**src/hw/rtl/vdi_pkg.sv**
```systemverilog
`default_nettype none

package vdi_pkg;

  localparam int MAX_VERTS_DEFAULT = 1024;
  localparam int WORD_W = 32;
  localparam int WORDS_PER_VERT = 8;
  localparam int VERT_W = WORD_W * WORDS_PER_VERT;
  localparam int INDEX_W = 10;

  typedef struct packed {
    logic              start_new;
    logic [WORD_W-1:0] pos_x;
    logic [WORD_W-1:0] pos_y;
    logic [WORD_W-1:0] pos_z;
    logic [WORD_W-1:0] tex_u;
    logic [WORD_W-1:0] tex_v;
    logic [WORD_W-1:0] norm_x;
    logic [WORD_W-1:0] norm_y;
    logic [WORD_W-1:0] norm_z;
  } in_item_t;

  typedef struct packed {
    logic [INDEX_W-1:0] vertex_index;
    logic               is_new;
    logic               table_full;
  } out_item_t;

  typedef enum logic [1:0] {
    ST_IDLE,
    ST_SCAN,
    ST_RESULT
  } state_t;

  // status from the datapath to the sequencer
  typedef struct packed {
    logic in_fire;
    logic start_new;
    logic hit;
    logic out_free;
  } ctrl_stat_t;

  // commands from the sequencer to the datapath
  typedef struct packed {
    logic busy;
    logic rd_en;
    logic wr_en;
    logic res_load;
  } ctrl_cmd_t;

endpackage

`default_nettype wire

```
**src/hw/rtl/vdi_ctrl.sv**
```systemverilog
`default_nettype none

module vdi_ctrl
  import vdi_pkg::*;
#(
  parameter int MAX_VERTS = MAX_VERTS_DEFAULT,
  localparam int AW = $clog2(MAX_VERTS),
  localparam int CW = $clog2(MAX_VERTS + 1)
) (
  input  wire logic       clk,
  input  wire logic       rst,
  input  wire ctrl_stat_t stat,
  output ctrl_cmd_t       cmd,
  output logic [AW-1:0]   rd_addr,
  output logic [AW-1:0]   wr_addr,
  output out_item_t       result
);

  localparam logic [CW-1:0] COUNT_MAX = CW'(MAX_VERTS);

  state_t        state;
  state_t        state_next;
  logic [CW-1:0] count;
  logic [CW-1:0] issue_ptr;
  logic [AW-1:0] cmp_ptr;
  logic          cmp_vld;
  logic          found;
  logic [AW-1:0] found_idx;

  logic hit_now;
  logic more;
  logic full;

  assign hit_now = cmp_vld && stat.hit;
  assign more    = issue_ptr < count;
  assign full    = count == COUNT_MAX;
  assign rd_addr = issue_ptr[AW-1:0];
  assign wr_addr = count[AW-1:0];

  always_comb begin
    state_next = state;
    unique case (state)
      ST_IDLE: begin
        if (stat.in_fire) begin
          state_next = ST_SCAN;
        end
      end
      ST_SCAN: begin
        if (hit_now || (!more && !cmp_vld)) begin
          state_next = ST_RESULT;
        end
      end
      ST_RESULT: begin
        if (stat.out_free) begin
          state_next = ST_IDLE;
        end
      end
      default: state_next = ST_IDLE;
    endcase
  end

  always_comb begin
    cmd    = '0;
    result = '0;
    unique case (state)
      ST_IDLE: begin
      end
      ST_SCAN: begin
        cmd.busy  = 1'b1;
        cmd.rd_en = !hit_now && more;
      end
      ST_RESULT: begin
        cmd.busy     = 1'b1;
        cmd.res_load = stat.out_free;
        cmd.wr_en    = stat.out_free && !found && !full;
        priority if (found) begin
          result.vertex_index = INDEX_W'(found_idx);
        end else if (full) begin
          result.table_full = 1'b1;
        end else begin
          result.vertex_index = INDEX_W'(count);
          result.is_new       = 1'b1;
        end
      end
      default: begin
      end
    endcase
  end

  always_ff @(posedge clk) begin
    if (rst) begin
      state   <= ST_IDLE;
      count   <= '0;
      cmp_vld <= 1'b0;
      found   <= 1'b0;
    end else begin
      state <= state_next;
      unique case (state)
        ST_IDLE: begin
          if (stat.in_fire) begin
            if (stat.start_new) begin
              count <= '0;
            end
            issue_ptr <= '0;
            cmp_vld   <= 1'b0;
            found     <= 1'b0;
          end
        end
        ST_SCAN: begin
          priority if (hit_now) begin
            found     <= 1'b1;
            found_idx <= cmp_ptr;
            cmp_vld   <= 1'b0;
          end else if (more) begin
            cmp_vld   <= 1'b1;
            cmp_ptr   <= issue_ptr[AW-1:0];
            issue_ptr <= issue_ptr + 1'b1;
          end else begin
            cmp_vld <= 1'b0;
          end
        end
        ST_RESULT: begin
          if (cmd.wr_en) begin
            count <= count + 1'b1;
          end
        end
        default: begin
        end
      endcase
    end
  end

endmodule

`default_nettype wire

```
**config.mk**
```make
export PLATFORM = sky130hd
export DESIGN_NAME = vdi_ctrl
export DESIGN_NICKNAME = d
export VERILOG_FILES = /design/src/hw/rtl/vdi_pkg.sv /design/src/hw/rtl/vdi_ctrl.sv
export SDC_FILE = /design/constraint.sdc
export NUM_CORES = 1
export LEC_CHECK = 0
export BUFFER_PORTS_ARGS = -buffer_cell sky130_fd_sc_hd__buf_2
export CAP_MARGIN = 30
export CORE_AREA = 2 2 72 74
export CTS_BUF_LIST = sky130_fd_sc_hd__clkbuf_16
export DETAILED_ROUTE_END_ITERATION = 6
export DIE_AREA = 0 0 74 76
export HOLD_SLACK_MARGIN = 0.05
export PLACE_DENSITY_LB_ADDON = 0.2
export SLEW_MARGIN = 20
export SYNTH_ARGS = -nofsm -noshare
export SYNTH_HDL_FRONTEND = slang
export SYNTH_SLANG_ARGS = --single-unit
```
**constraint.sdc**
```tcl
create_clock -name clk -period 3.9 [get_ports clk]
set_input_delay 0.78 -clock clk [delete_from_list [all_inputs] [get_ports clk]]
set_output_delay 0.78 -clock clk [all_outputs]
set_load 0.01 [all_outputs]
```
[Word-level counts from Yosys, hierarchy flattened]
Cells that the tools add are included.
Operators by class
  $add $sub $neg: 2
  $lt $le $gt $ge: 1
  equality and inequality tests: 11
  mux-type cells: 26
  bitwise operators: 2
  reduce and logical (&&, ||, !) cells: 22
Operators by type and width (count)
  11-bit 2-to-1 mux: 7
  11-bit case mux with 2 select lines: 2
  11-bit by 1-bit adder with 11-bit output (second input constant): 2
  2-bit != test (second input constant): 8
  12-bit 2-to-1 mux: 1
  11-bit equality test (second input constant): 1
  11-bit < comparator: 1
  10-bit 2-to-1 mux: 1
  2-bit 2-to-1 mux: 5
  3-bit AND reduction: 3
  4-bit AND reduction: 2
  1-bit 2-to-1 mux: 7
  2-bit case mux with 3 select lines: 1
  1-bit logical AND: 5
  1-bit zero test: 5
  5-bit AND reduction: 1
  1-bit case mux with 2 select lines: 2
  2-bit nonzero test: 2
  2-bit by 1-bit equality test with 1-bit output (second input constant): 1
  2-bit equality test (second input constant): 1
  2-bit zero test: 1
  1-bit inverter: 2
  2-bit AND reduction: 1
  2-bit OR reduction: 1
  1-bit logical OR: 1
Storage, ports and cells
  flip-flop bits (word level): 46
  input port bits: 6
  output and inout port bits: 36

[Logic depth before layout (Yosys ltp)]
  depth after elaboration: 6
  mapped depth: 9
  depth with buffers taken out: 7

[Worst setup path before layout]
No wires, ideal clock.
  path kind: reg-to-reg
  from: register issue_ptr[2]
  to: register issue_ptr[0] (enable)
  library setup time: 0.397 ns
  arrival time: 2.350 ns
  data required time: 3.503 ns
  slack: 1.153 ns
  stages on the path, launching flop included: 7
  buffers on the path: 0
  clock period less this slack: 2.747 ns
  cell sequence: edfxtp_1 -> ha_1 -> a21oi_1 -> o21ai_0 -> a41oi_1 -> nand4_1 -> a211oi_1
Between the ends
  longest elaborated chain between the ends: 3
RTL lines
  start, declared: line vdi_ctrl.sv:24  | logic [CW-1:0] issue_ptr;
  start signal, assigned: line vdi_ctrl.sv:117  | issue_ptr <= issue_ptr + 1'b1;
  11-bit < comparator: line vdi_ctrl.sv:35  | assign more = issue_ptr < count;
  2-bit != test (no source line)
  5-bit AND reduction (no source line)
No other way between the ends.
A chain may end at the register's enable or synchronous reset.

==> impl_metrics.yaml <==
outcome:
  status: "finished, final reports clean"
logic_synthesis:
  synth_seq_cells: 46
  synth_cell_types: 48
  synth-main-ff-cell: "edfxtp_1"
  syn_nets: 276
  ys_seq_area_frac: 0.4592
  synth_area_leader_cell: "edfxtp_1"
  synthTopCellsByArea: "edfxtp_1, dfxtp_1, ha_1"
  synth_top_area_share: 0.3472
  synth_cells: 254
  synth_area_per_cell_um2: 10.56
  yosys_warnings: 0
  synth_edf_count: 31
  syn_area_mm2: 0.002681
  ys_async_sr_fraction: 0
final_layout:
  fin_area_mm2: 0.002974
  final_cells: 347
  drive_above_1_share: 0.2274
  syn2layout_area_growth_pct: 10.92
  antenna_cells: 0
  final_nets: 298
  fill_cells: 425
  utilization: 0.6055
global_routing:
  antenna_found_initial: 0
  grt_pass1_wl_mm: 8.797
  overflow: 0
  grt_max_degree: 21
  grt_pass1_vias: 1782
  grt_use_total: 0.2047
clock_tree:
  clockRootBuffer: "clkbuf_16"
  clock-sinks: 46
  cts_max_level: 2
  hold_buffers: 0
  clk_pin_slew_ns: 0.06
  post_cts_buffers: 0
  numCtsBuffers: 5
  cts_buffer_depth: 2
  tritoncts: "yes"
  cts_resized: 0
  clock_latency_ns: 0.28
timing:
  slew_headroom: 0.5642
  min_period_over_period: 0.7344
  final-max-slew-violation-count: 0
  hold_viol_final: 0
  finalSetupTns_ns: 0
  skew_ns: 0.004603
  worst_slew_pin_slew_ns: 0.6529
  max_freq_mhz: 349.1
  setup_viol: 0
  finalCriticalPeriod_ns: 2.864
  rsz0062_at_grt: "no"
die:
  initial_core_util: 0.5458
  die_area_mm2: 0.005624
  core_mm2: 0.004912
  die_height_um: 76
  ios: 42
  row_count: 26
  die_w_um: 74
routing:
  first_iter_violations: 97
  first_pass_iters: 4
  avgViaCountPerCell: 5.455
  routed_wl_mm: 5.341
  drc: 0
  maxUsedRoutingLayer: "met4"
  dr_total_vias: 1893
  dr_wl_met2_mm: 2.596
  m1WireLength_mm: 2.510
  routedWlPerCell_um: 15.39
  wl_met3_um: 214
  postRouteAntennaNets: 0
setup_path:
  cp-end-kind: "primary output"
  start_kind: "flop"
  worstPathRequired_ns: 3.12
  critPathArrivalTime_ns: 2.08
  path_class: "flop to primary output"
  cp_max_fo: 6
placement:
  hpwl_mm: 3.918
  numPortBuffers: 41
  gp_congestion: 0.8704
  placed_area_mm2: 0.002780
  dp.cells: 339
pwr:
  vdd_ir_drop_max_v: 0.0003516
  power_density_mw_per_mm2: 566.4
  p_leak_nw: 1.135
run:
  drv_cap: 0
worst_hold_path:
  min_path_type: "flop to flop"
[where the power goes]
group	total [mW]	internal, mW	leakage, nW	switching (mW)
sequential	0.661	0.598	0.407	0.0625
clock	0.548	0.368	0.0940	0.180
combinational	0.476	0.192	0.634	0.284
total	1.68	1.16	1.13	0.526
[layer usage]
layer | vias to the layer above | track usage
met5 | - | 0
met4 | 0 | 0.06545
met3 | 2 | 0.04894
met2 | 43 | 0.3134
met1 | 903 | 0.2850
li1 | 945 | -
[cell families (layout without fill, tap and decap cells)]
family,count (synthesis),in the layout,share of synthesized area
xor gates and xnor gates,10,10,0.03267
muxes,9,9,0.03360
adders and majority gates,16,16,0.07466
AOI/OAI and AO/OA,38,38,0.1073
and+or+nand+nor,90,90,0.1895
DFF,46,46,0.4592
buffers and inverters,45,68,0.1031
[worst max-delay path: stages, from the launching register on]
cell and delay, ns:
edfxtp_1 0.48, ha_1 0.35, nand4_1 0.15, or3_1 0.45
nand4_1 0.16, nor2_1 0.07, buf_2 0.14
[state kept, by name, summed over array words and instances, names as in the netlist]
name       count
cmp_ptr       10
cmp_vld        1
count         11
found          1
found_idx     10
issue_ptr     11
state          2
[layout by cell type, fill, tap and decap left out, types with 2 or more instances in the layout]
master and instances:
clkbuf_16 5, and3_1 5, nand3_1 14, bufinv_16 2, buf_4 3, o21ai_0 3, and2_1 10, mux2i_1 9
nor4b_2 2, a21oi_1 10, or4_1 3, nor3_1 3, nor2b_1 3, o211ai_1 4, o21ai_1 4, xnor2_1 9
a31oi_1 2, nand4_1 3, buf_2 41, dfxtp_1 15, ha_1 16, inv_1 16, nand2_1 18, nor2_1 13
edfxtp_1 31, a31oi_4 2, o21a_1 2, or3_1 7, a32o_1 3
[metrics by stage]
| stage | hold slack, ns | worst slack (ns) | power, mW |
|---|---|---|---|
| 5_1_grt | 0.4192 | 0.9047 | 1.783 |
| 6_report | 0.4136 | 1.036 | 1.685 |
| 3_5_place_dp | 0.4045 | 1.357 | 1.148 |
| 2_1_floorplan | 0.4003 | 1.153 | 1.058 |
| 4_1_cts | 0.4170 | 1.033 | 1.696 |
| 3_3_place_gp | 0.4015 | 1.394 | 1.145 |
[cell usage after synthesis (3+ instances only)]
cell type and count:
nand4_1 3, and2_1 10, clkbuf_1 5, nor2b_1 3
a32o_1 3, and3_1 5, nand2_1 18, dfxtp_1 15
edfxtp_1 31, or3_1 7, inv_1 16, mux2i_1 9
nor2_1 13, o21ai_1 4, buf_4 20, nand3_1 14
o21ai_0 3, nor3_1 3, xnor2_1 9, o211ai_1 4
ha_1 16, a21oi_1 10, or4_1 3
[final timing paths]
kind,start,slack (ns),endpoint,depth (start not counted)
max,issue_ptr[8],1.04,cmd[2],6
min,cmp_ptr[0],0.41,found_idx[0],0
max reg2reg,count[2],1.53,issue_ptr[6],8
min reg2reg,cmp_ptr[0],0.41,found_idx[0],0
[area by class of cell]
class	count	area, um^2	share of cell area
clock buffers	5	125.1	0.04207
repair buffers	44	227.7	0.07657
inverters	16	60.06	0.02019
multi-input cells	163	1174	0.3946
clock inverters	3	68.82	0.02314
flip-flops and latches	46	1231	0.4140
well taps	70	87.58	0.02945
Power figures use the tool's default switching activity.
